==> config.mk <==
export PLATFORM = sky130hd
export DESIGN_NAME = lcrt_ram
export DESIGN_NICKNAME = d
export VERILOG_FILES = /design/src/lcrt_ram.sv
export SDC_FILE = /design/constraint.sdc
export NUM_CORES = 1
export LEC_CHECK = 0
export ABC_AREA = 1
export BUFFER_PORTS_ARGS = -buffer_cell sky130_fd_sc_hd__clkbuf_2
export CORE_ASPECT_RATIO = 1.1
export CORE_UTILIZATION = 60
export CTS_CLUSTER_SIZE = 40
export DETAILED_ROUTE_END_ITERATION = 6
export GPL_TIMING_DRIVEN = 0
export HOLD_SLACK_MARGIN = 0.15
export MAX_ROUTING_LAYER = met4
export PLACE_DENSITY = 0.78
export SLEW_MARGIN = 20
export SYNTH_ARGS = -nofsm -noshare
export SYNTH_HDL_FRONTEND = slang
export SYNTH_SLANG_ARGS = --single-unit
==> constraint.sdc <==
create_clock -name clk -period 2.6 [get_ports clk]
set_input_delay 0.13 -clock clk [delete_from_list [all_inputs] [get_ports clk]]
set_output_delay 0.13 -clock clk [all_outputs]
set_load 0.005 [all_outputs]
==> src/lcrt_ram.sv <==
// ----------------------------------------------------------------------------
// lcrt_ram
// Generic simple dual-port RAM: one write port, one read port, registered read.
// ----------------------------------------------------------------------------
module lcrt_ram #(
  parameter int WIDTH = 8,
  parameter int DEPTH = 16
) (
  input  logic                     clk,
  input  logic                     we,
  input  logic [$clog2(DEPTH)-1:0] waddr,
  input  logic [WIDTH-1:0]         wdata,
  input  logic [$clog2(DEPTH)-1:0] raddr,
  output logic [WIDTH-1:0]         rdata
);

  logic [WIDTH-1:0] mem [DEPTH];

  always_ff @(posedge clk) begin
    if (we) begin
      mem[waddr] <= wdata;
    end
    rdata <= mem[raddr];
  end

endmodule

==> out/metrics.csv, run 1 <==
stage,metric,value,unit
run_status,status,"finished, final reports clean",
hold_path,WHS Endpoint,mem[3][5],
place,dpl hpwl,8.52,mm
synthesis,Avg Inst Size Synth,10.5,sq um
sta,Tmin final,1220,ps
setup_path,worst reg2reg setup slack,1540,ps
hold_path,hold wc startpoint,waddr[1],
floorplan,Die H,105,microns
clock_tree,htree depth,4,
sta,Final Cycle Share,46.9,%
synthesis,post-synthesis register bit count,136,
pwr,P_int,4.10,mW
pwr,Psw,1.08,mW
synthesis,Post-synth EDFFs,128,
setup_path,Crit Path Max Fanout,10,
setup_path,"Arr. time, crit path",1640,ps
sta,FMAX,821,MHz
grt,vias in the first global route,3902,
detailed_routing,DR DRC count,0,
hold_path,hold depth,3,
setup_path,CP Capture Type,flip-flop,
setup_path,R2R depth,6,
sta,Setup Total Neg Slack,0,ps
synthesis,Mapped Nets,569,
setup_path,end of the worst register-to-register path,rdata[3],
grt,largest net degree at the start of global routing,17,
clock_tree,worst skew pair latency,530,ps
sta,RSZ-0062 raised after global routing,no,
floorplan,initial core utilization,61.7,%
final_layout,area grow syn2layout,16.5,%
setup_path,Worst EP required,3020,ps
detailed_routing,Antenna Violating Nets Remaining,0,
floorplan,die area,10000,sq um
detailed_routing,First-pass DRT Iterations,6,
final_layout,multi-input logic area,1210,sq um
floorplan,Die Span X,95.5,microns
clock_tree,total CTS buffers,17,
place,gpl congestion,0.952,
clock_tree,CTS tree,yes,
synthesis,most common cell in the netlist,nand2_1,
synthesis,Synth warnings,0,
detailed_routing,Via Count,4065,
detailed_routing,1st-iter DRT viols,586,
setup_path,Critical R2R Launch,mem[4][3],
grt,Total Routing Usage GR,31.3,%
sta,Fin. Hold Viols,0,
synthesis,Yosys top cell by area,edfxtp_1,
grt,initial antenna violation count,0,
sta,Max-slew headroom,36.8,%
synthesis,sequential area share after synthesis,69.4,%
final_layout,storage element area,4000,sq um
sta,Worst-Margin Slew,945,ps
synthesis,Post-synth top cells,"nand2_1, edfxtp_1, inv_1",
setup_path,Setup crit start kind,input pin,
synthesis,area of the mapped netlist,5770,sq um
final_layout,Filler cells,637,
pwr,Reg power frac,47.6,%
synthesis,Yosys cell types,12,
detailed_routing,"wirelength, routed",13.5,mm
pwr,VDD IR max,0.000507,V
pwr,P_leak,2.94,nW
clock_tree,Clock Sinks,136,
synthesis,ys async rst share,0,%
detailed_routing,vias per std cell,5.55,
synthesis,"top cells by area, synth","edfxtp_1, nand2_1, nand3_1",
job,maxcap violations,0,
clock_tree,clock-pin slew on the worst setup and hold paths,60,ps
place,# port buffers,22,
clock_tree,clock tree root driver cell,clkbuf_8,
sta,max-slew violations,0,
setup_path,Setup Crit Path Kind,in -> reg,
final_layout,final net count,621,
pwr,clock power share,46.1,%
floorplan,IO Count,26,
pwr,Sw Ratio,20.9,%
pwr,Gate power share,6.3,%
hold_path,Hold Crit Class,in -> reg,
clock_tree,Longest Clk Path Bufs,2,
synthesis,Synth top area share,66.7,%
detailed_routing,DR WL/cell,18.3,microns
synthesis,Cells after Synth,551,
final_layout,share of cells above drive strength 1,11.7,%
sta,Final Skew,6.85,ps
grt,grt ovf,0,
synthesis,Main synth FF type,edfxtp_1,
floorplan,Core Rows,37,
pwr,Power per Cell Area,772,nW/um^2
sta,final setup vio count,0,
sta,hold slack,200,ps
final_layout,ANT cells,0,
grt,global-route wire length before repair,21.2,mm
floorplan,core area,9350,sq um
## layout by cell type (no fill, tap or decap), drive strengths merged
master | Yosys | routed
dfxtp | 8 | 8
bufinv | 0 | 4
clkbuf | 0 | 43
edfxtp | 128 | 128
nand2 | 173 | 173
nand3b | 2 | 2
clkinv | 0 | 6
nor2 | 17 | 17
buf | 24 | 24
nand3 | 97 | 97
clkinvlp | 0 | 1
inv | 102 | 102
dlygate4sd3 | 0 | 11
## area by class of cell
type                    count  area share (%)
multi-input cells         289            18.1
clock inverters            11            2.29
clock buffers              21            6.39
inverters                 102            5.70
flip-flops and latches    136            59.6
plain buffers              24            2.48
well taps                 117            2.18
repair buffers             33            3.28
## worst max path at each step
stage / from / endpoint / cells past startpoint
final: raddr[2] / rdata[3] / 7
after floorplan: waddr[2] / mem[10][0] / 2
after global placement: waddr[3] / mem[7][0] / 3
after CTS: raddr[2] / rdata[3] / 7
after detailed placement: waddr[3] / mem[7][3] / 3
after global routing: raddr[2] / rdata[0] / 7
## cells by family (layout without fill, tap and decap cells)
kind of cell,after synthesis,in the layout,share of synthesized area (%)
buffers and inverters,126,191,9.52
and+or+nand+nor,289,289,21.0
DFF,136,136,69.4
## metrics by stage
| step | instances | setup WS [ps] | util (%) | power [mW] | instance area [sq um] |
|---|---|---|---|---|---|
| 3_5_place_dp | 690 | 927 | 64.4 | 2.81 | 6020 |
| 5_1_grt | 733 | 1360 | 71.8 | 5.32 | 6720 |
| 4_1_cts | 733 | 1440 | 71.8 | 5.20 | 6720 |
| 6_report | 733 | 1380 | 71.8 | 5.18 | 6720 |
| 3_3_place_gp | 690 | 956 | 64.4 | 2.80 | 6020 |
| 2_1_floorplan | 551 | 1520 | - | 2.68 | 5770 |
## power by group through the flow
stage          Clock, mW  Sequential, mW  Combinational (mW)
2_1_floorplan          0            2.51               0.173
3_3_place_gp           0            2.51               0.294
3_5_place_dp           0            2.51               0.304
4_1_cts             2.41            2.47               0.322
5_1_grt             2.49            2.47               0.358
6_report            2.39            2.47               0.328
## worst max-delay path, stage by stage
cell	delay, ps
dlygate4sd3_1	530
buf_2	180
inv_1	230
buf_4	240
nand3_1	100
nand3_1	140
nand2_1	90
## what timing repair did
action                    CTS  global route
hold endpoints to repair  121             0
resized for setup           0             0
setup buffers               0             0
hold buffers               11             0
## sequential cells by signal (all words and copies together) (netlist names)
name   flops
rdata      8
mem      128
## metal layers
metal,global-route usage [%],share of wire (%)
met2,44.9,47
met4,14.6,4.0
met5,-,0
met1,42.5,39
met3,7.21,9.8
No activity file was read; power rests on OpenSTA's default activity.
==> run 2: changes to the inputs <==
==> constraint.sdc (replaced) <==
create_clock -name clk -period 1.2 [get_ports clk]
set_input_delay 0.06 -clock clk [delete_from_list [all_inputs] [get_ports clk]]
set_output_delay 0.06 -clock clk [all_outputs]
set_load 0.005 [all_outputs]
==> run 2 against run 1 <==
Net effect:
- utilization increased by 0.24 points
- clock power up 120%
- sequential share of layout area is 0.20 points lower
- register-to-register slack lost 1400 ps
- final area increased by 0.34%
- largest power group unchanged
- highest routed layer unchanged
==> out/metrics.csv, run 2 (same netlist as run 1, synthesis figures left out) <==
stage,metric,value,unit,change
detailed_routing,DR WL/cell,18.5,microns,+1.0%
sta,final setup vio count,0,,unchanged
pwr,Psw,2.36,mW,+120%
setup_path,Crit. Startpoint,we,,
setup_path,worst setup path endpoint,mem[2][0],,
place,gpl congestion,0.952,,unchanged
hold_path,Hold Crit Class,in -> reg,,
floorplan,die area,10000,sq um,unchanged
detailed_routing,1st-iter DRT viols,512,,-13%
final_layout,share of cells above drive strength 1,11.8,%,+0.12 points
floorplan,Die Span X,95.5,microns,unchanged
pwr,Tot Pwr,11.2,mW,+120%
setup_path,Setup crit start kind,input pin,,
pwr,clock power share,46.1,%,about the same
final_layout,"most common cell after layout, fill and taps aside",nand2_1,,
sta,Max-slew headroom,34.9,%,-1.9 points
setup_path,R2R depth,6,,unchanged
clock_tree,CTS tree,yes,,
final_layout,area grow syn2layout,16.9,%,
pwr,Reg power frac,47.5,%,about the same
pwr,Gate power share,6.4,%,about the same
floorplan,Core Rows,37,,unchanged
setup_path,CP Capture Type,flip-flop,,
sta,RSZ-0062 raised after global routing,yes,,
detailed_routing,DR DRC count,0,,unchanged
detailed_routing,Antenna Violating Nets Remaining,0,,unchanged
pwr,P_int,8.88,mW,+120%
place,dpl hpwl,8.52,mm,unchanged
final_layout,Filler cells,637,,unchanged
grt,Total Routing Usage GR,31.3,%,+0.080 points
setup_path,Critical R2R Launch,mem[9][1],,
grt,largest net degree at the start of global routing,17,,unchanged
sta,max-slew violations,0,,unchanged
clock_tree,htree depth,4,,unchanged
sta,Final Cycle Share,99.9,%,
setup_path,"Arr. time, crit path",1360,ps,-280 ps
sta,Setup Total Neg Slack,0,ps,unchanged
clock_tree,total CTS buffers,17,,unchanged
final_layout,number of flip-flops under the largest register name,128,,unchanged
clock_tree,Clock Sinks,136,,unchanged
setup_path,Worst EP required,1360,ps,-1660 ps
floorplan,IO Count,26,,unchanged
detailed_routing,First-pass DRT Iterations,6,,unchanged
clock_tree,"Setup Fix Bufs, Post-CTS",0,,unchanged
floorplan,Die H,105,microns,unchanged
clock_tree,worst skew pair latency,540,ps,about the same
final_layout,final net count,623,,+0.32%
sta,Final Skew,8.29,ps,+1.44 ps
final_layout,"commonest non-fill, non-tap cells in the layout","nand2_1, edfxtp_1, inv_1",,
final_layout,multi-input logic area,1220,sq um,+0.21%
final_layout,storage element area,4000,sq um,unchanged
setup_path,worst reg2reg setup slack,150,ps,-1390 ps
run_status,status,"finished, final reports clean",,
place,# port buffers,22,,unchanged
grt,global-route wire length before repair,21.3,mm,+0.33%
pwr,VDD IR max,0.00111,V,+120%
final_layout,register with the most flip-flops,mem,,
floorplan,initial core utilization,61.7,%,unchanged
sta,Tmin final,1200,ps,
clock_tree,clock-pin slew on the worst setup and hold paths,60,ps,about the same
setup_path,end of the worst register-to-register path,rdata[1],,
detailed_routing,Via Count,4100,,+0.86%
grt,grt ovf,0,,unchanged
pwr,Sw Ratio,21.0,%,+0.084 points
sta,FMAX,834,MHz,
grt,vias in the first global route,3923,,+0.54%
job,maxcap violations,0,,unchanged
sta,hold slack,120,ps,-80.1 ps
sta,Fin. Hold Viols,0,,unchanged
setup_path,Crit Path Max Fanout,8,,-2
pwr,P_leak,2.95,nW,+0.28%
detailed_routing,"wirelength, routed",13.6,mm,+1.3%
sta,Worst-Margin Slew,973,ps,+28.4 ps
detailed_routing,vias per std cell,5.58,,+0.59%
final_layout,ANT cells,0,,unchanged
setup_path,Setup Crit Path Kind,in -> reg,,
final_layout,biggest regs,"mem x128, rdata x8",,
clock_tree,Longest Clk Path Bufs,2,,unchanged
hold_path,hold wc startpoint,waddr[2],,
pwr,Power per Cell Area,1670,nW/um^2,+120%
grt,initial antenna violation count,0,,unchanged
floorplan,core area,9350,sq um,unchanged
clock_tree,clock tree root driver cell,clkbuf_8,,
[run 2: layout make-up]
| cell class | count | share of cell area [%] |
|---|---|---|
| buffer | 24 | 2.47 |
| clock buffer | 21 | 6.37 |
| timing repair buffer | 35 | 3.56 |
| clock inverter | 11 | 2.28 |
| inverter | 102 | 5.68 |
| multi-input combinational | 289 | 18.0 |
| tap | 117 | 2.17 |
| sequential | 136 | 59.4 |
[run 2: worst min-delay path by stage]
stage,endpoint,slack [ps],cells after the start
2_1_floorplan,mem[0][0],160,0
3_3_place_gp,rdata[2],430,1
3_5_place_dp,rdata[3],430,1
4_1_cts,mem[3][4],110,3
5_1_grt,mem[3][4],180,3
6_report,mem[0][4],120,4
[run 2: critical path, stage by stage]
cell,delay [ps]
clkbuf_2,110
dlygate4sd3_1,550
nand2_1,110
nor2_1,520
[run 2: power by group through the flow]
stage / registers, mW / logic, mW / clock network [mW]
2_1_floorplan: 5.44 / 0.375 / 0
3_3_place_gp: 5.43 / 0.638 / 0
3_5_place_dp: 5.44 / 0.658 / 0
4_1_cts: 5.34 / 0.703 / 5.22
5_1_grt: 5.35 / 0.782 / 5.40
6_report: 5.34 / 0.719 / 5.18
[run 2: what timing repair did]
action / 4_1_cts / 5_1_grt
hold buffers: 13 / 0
setup endpoints to repair: 0 / 32
hold endpoints to repair: 200 / 0
gates resized for setup: 0 / 1
[run 2: routing by layer]
metal	vias to the layer above	GRT usage (%)	share of wire, %
met2	277	44.8	47
li1	1886	-	-
met1	1898	42.6	39
met5	-	-	0
met3	39	7.28	11
met4	0	15.1	3.3
[run 2: per-stage QoR]
stage | setup WS [ps] | std cells | cell area (sq um) | utilization (%)
after floorplan | 189 | 551 | 5770 | -
after global placement | -374 | 690 | 6020 | 64.4
after detailed placement | -403 | 690 | 6020 | 64.4
after CTS | 22.6 | 735 | 6740 | 72.0
after global routing | -87.1 | 735 | 6740 | 72.1
final | 1.38 | 735 | 6740 | 72.1
==> run 3: changes to the inputs <==
--- a/config.mk
+++ b/config.mk
@@ -9,12 +9,11 @@
 export BUFFER_PORTS_ARGS = -buffer_cell sky130_fd_sc_hd__clkbuf_2
 export CORE_ASPECT_RATIO = 1.1
 export CORE_UTILIZATION = 60
-export CTS_CLUSTER_SIZE = 40
 export DETAILED_ROUTE_END_ITERATION = 6
 export GPL_TIMING_DRIVEN = 0
 export HOLD_SLACK_MARGIN = 0.15
 export MAX_ROUTING_LAYER = met4
-export PLACE_DENSITY = 0.78
+export PLACE_DENSITY_LB_ADDON = 0.3
 export SLEW_MARGIN = 20
 export SYNTH_ARGS = -nofsm -noshare
 export SYNTH_HDL_FRONTEND = slang
==> run 3 against run 2 <==
Net effect:
- register-to-register slack about the same
- highest routed layer unchanged
- fmax increased by 5.0%
- clock power decreased by 8.7%
- largest power group unchanged
- via count decreased by 1.0%
- critical path depth increased by 3
- first-iteration DRC count increased by 13%
- final area decreased by 0.85%
- worst hold slack got worse by 4.1 ps
- clock skew increased by 3.4 ps
- power decreased by 4.1%
- combinational power decreased by 1%
==> out/metrics.csv, run 3 (same netlist as run 1, synthesis figures left out) <==
stage,metric,value,unit,change
detailed_routing,First-pass DRT Iterations,6,,unchanged
final_layout,number of flip-flops under the largest register name,128,,unchanged
grt,largest net degree at the start of global routing,17,,unchanged
sta,Worst-Margin Slew,990,ps,+17.1 ps
sta,max-slew violations,0,,unchanged
grt,Total Routing Usage GR,31.7,%,+0.36 points
final_layout,biggest regs,"mem x128, rdata x8",,
detailed_routing,DR DRC count,0,,unchanged
final_layout,multi-input logic area,1220,sq um,+0.21%
place,cell total after placement,690,,unchanged
grt,initial antenna violation count,0,,unchanged
detailed_routing,1st-iter DRT viols,578,,+13%
grt,grt ovf,0,,unchanged
floorplan,die area,10000,sq um,unchanged
setup_path,CP cell instances,"dlygate4sd3_1, buf_2, inv_1, buf_4, nand3_1, nand3_1, nand2_1",,
pwr,Sw Ratio,22.4,%,+1.4 points
pwr,Reg power frac,49.5,%,+2.0 points
clock_tree,Clock Sinks,136,,unchanged
sta,Max-slew headroom,33.7,%,-1.1 points
final_layout,Filler cells,648,,+1.7%
final_layout,final net count,620,,-0.48%
setup_path,Max stage delay on crit path,530,ps,-20 ps
clock_tree,clock tree root driver cell,clkbuf_8,,
final_layout,ANT cells,0,,unchanged
floorplan,Core Rows,37,,unchanged
floorplan,Die Span X,95.5,microns,unchanged
sta,RSZ-0062 raised after global routing,no,,
setup_path,Worst EP required,1620,ps,+260 ps
run_status,status,"finished, final reports clean",,
final_layout,area grow syn2layout,15.9,%,
detailed_routing,Antenna Violating Nets Remaining,0,,unchanged
floorplan,initial core utilization,61.7,%,unchanged
sta,FMAX,876,MHz,+5.0%
sta,Final Skew,11.7,ps,+3.42 ps
detailed_routing,met2 routed WL,6.22,mm,-2.9%
pwr,Power per Cell Area,1610,nW/um^2,-3.2%
detailed_routing,met3 wire length,1.25,mm,-15%
final_layout,"commonest non-fill, non-tap cells in the layout","nand2_1, edfxtp_1, inv_1",,
hold_path,Hold Crit Class,in -> reg,,
setup_path,Setup crit start kind,input pin,,
place,# port buffers,22,,unchanged
sta,Final Cycle Share,95.1,%,-4.8 points
final_layout,storage element area,4000,sq um,unchanged
final_layout,register with the most flip-flops,mem,,
hold_path,hold wc startpoint,waddr[1],,
pwr,Gate power share,6.6,%,+0.2 points
pwr,Psw,2.42,mW,+2.5%
detailed_routing,Via Count,4058,,-1.0%
pwr,P_int,8.37,mW,-5.8%
clock_tree,Longest Clk Path Bufs,2,,unchanged
pwr,VDD IR max,0.00114,V,+2.7%
grt,global-route wire length before repair,21.5,mm,+0.97%
final_layout,fin cells,732,,-0.41%
setup_path,"Arr. time, crit path",1560,ps,+200 ps
setup_path,Crit. Startpoint,raddr[2],,
clock_tree,clock-pin slew on the worst setup and hold paths,60,ps,about the same
detailed_routing,"wirelength, routed",13.4,mm,-1.4%
final_layout,share of cells above drive strength 1,13.0,%,+1.2 points
clock_tree,worst skew pair latency,540,ps,about the same
clock_tree,CTS tree,yes,,
sta,Fin. Hold Viols,0,,unchanged
pwr,P_leak,2.93,nW,-0.70%
clock_tree,htree depth,4,,unchanged
detailed_routing,vias per std cell,5.54,,-0.62%
pwr,Tot Pwr,10.8,mW,-4.1%
detailed_routing,Top Layer Used,met4,,
job,maxcap violations,0,,unchanged
sta,Tmin final,1140,ps,-57.0 ps
detailed_routing,DR WL/cell,18.3,microns,-1.0%
clock_tree,"Setup Fix Bufs, Post-CTS",0,,unchanged
clock_tree,total CTS buffers,17,,unchanged
place,gpl congestion,0.933,,-2.0%
setup_path,CP bufs+invs,4,,+2
floorplan,core area,9350,sq um,unchanged
sta,final setup vio count,0,,unchanged
setup_path,Critical R2R Launch,mem[4][7],,
setup_path,Crit Path Max Fanout,10,,+2
final_layout,"most common cell after layout, fill and taps aside",nand2_1,,
grt,vias in the first global route,4021,,+2.5%
setup_path,Setup Crit Path Kind,in -> reg,,
setup_path,most frequent CP cell,nand3_1,,
floorplan,IO Count,26,,unchanged
floorplan,Die H,105,microns,unchanged
place,dpl hpwl,8.71,mm,+2.3%
setup_path,CP max-delay cell,dlygate4sd3_1,,
final_layout,Layout Utilization,71.4,%,-0.62 points
detailed_routing,WL met1,5.52,mm,+4.3%
setup_path,kind of cell adding the most delay to the critical path,buffers and inverters,,
pwr,clock power share,43.9,%,-2.2 points
setup_path,CP Capture Type,flip-flop,,
-- run 3: changes by cell type in the layout (fill, tap and decap cells not counted), sizes merged --
cell | before | now
clkbuf | 43 | 41
dlygate4sd3 | 13 | 11
bufinv | 4 | 1
clkinvlp | 1 | 3
buf | 24 | 23
clkinv | 6 | 9
-- run 3: power groups by stage --
stage | registers, mW | clock network [mW] | logic, mW
2_1_floorplan | 5.44 | 0 | 0.375
5_1_grt | 5.35 | 4.93 | 0.784
4_1_cts | 5.34 | 4.77 | 0.699
3_3_place_gp | 5.43 | 0 | 0.643
3_5_place_dp | 5.44 | 0 | 0.662
6_report | 5.34 | 4.73 | 0.711
-- run 3: worst reg2reg max path: cells and delay by family (launching register included) --
kind	cells	cell delay [ps]
simple gates	5	470
flops	1	370
buf+inv	1	80
-- run 3: repair_timing --
| action | in CTS | in global routing |
|---|---|---|
| resized for setup | 0 | 1 |
| hold buffers | 11 | 0 |
| hold endpoints to repair | 200 | 0 |
| endpoints found under the setup margin | 0 | 1 |
-- run 3: cell type report --
type	instances	share of cell area, %
Tap cell	117	2.19
Multi-Input combinational cell	289	18.2
Buffer	23	2.43
Inverter	102	5.73
Clock buffer	19	6.61
Timing Repair Buffer	33	3.30
Clock inverter	13	1.57
Sequential cell	136	59.9
-- run 3: final timing paths --
kind | slack, ps | cells past startpoint | endpoint
worst max-delay path | 60 | 7 | rdata[0]
worst max register to register | 160 | 6 | rdata[7]
worst min register to register | 720 | 6 | rdata[2]
worst min-delay path | 120 | 3 | mem[3][0]
-- run 3: routing by layer --
layer,global-route usage (%),vias to the layer above
met5,-,-
met4,15.8,0
met3,7.57,31
met2,45.0,218
met1,43.0,1931
li1,-,1878
-- run 3: metrics by stage --
step	area, sq um	worst slack [ps]	setup TNS (ps)	hold WS (ps)
6_report	6680	58.4	0	116
5_1_grt	6680	48.3	0	161
2_1_floorplan	5770	189	0	159
4_1_cts	6680	100	0	108
3_3_place_gp	6020	-321	-20710	430
3_5_place_dp	6020	-332	-24740	430
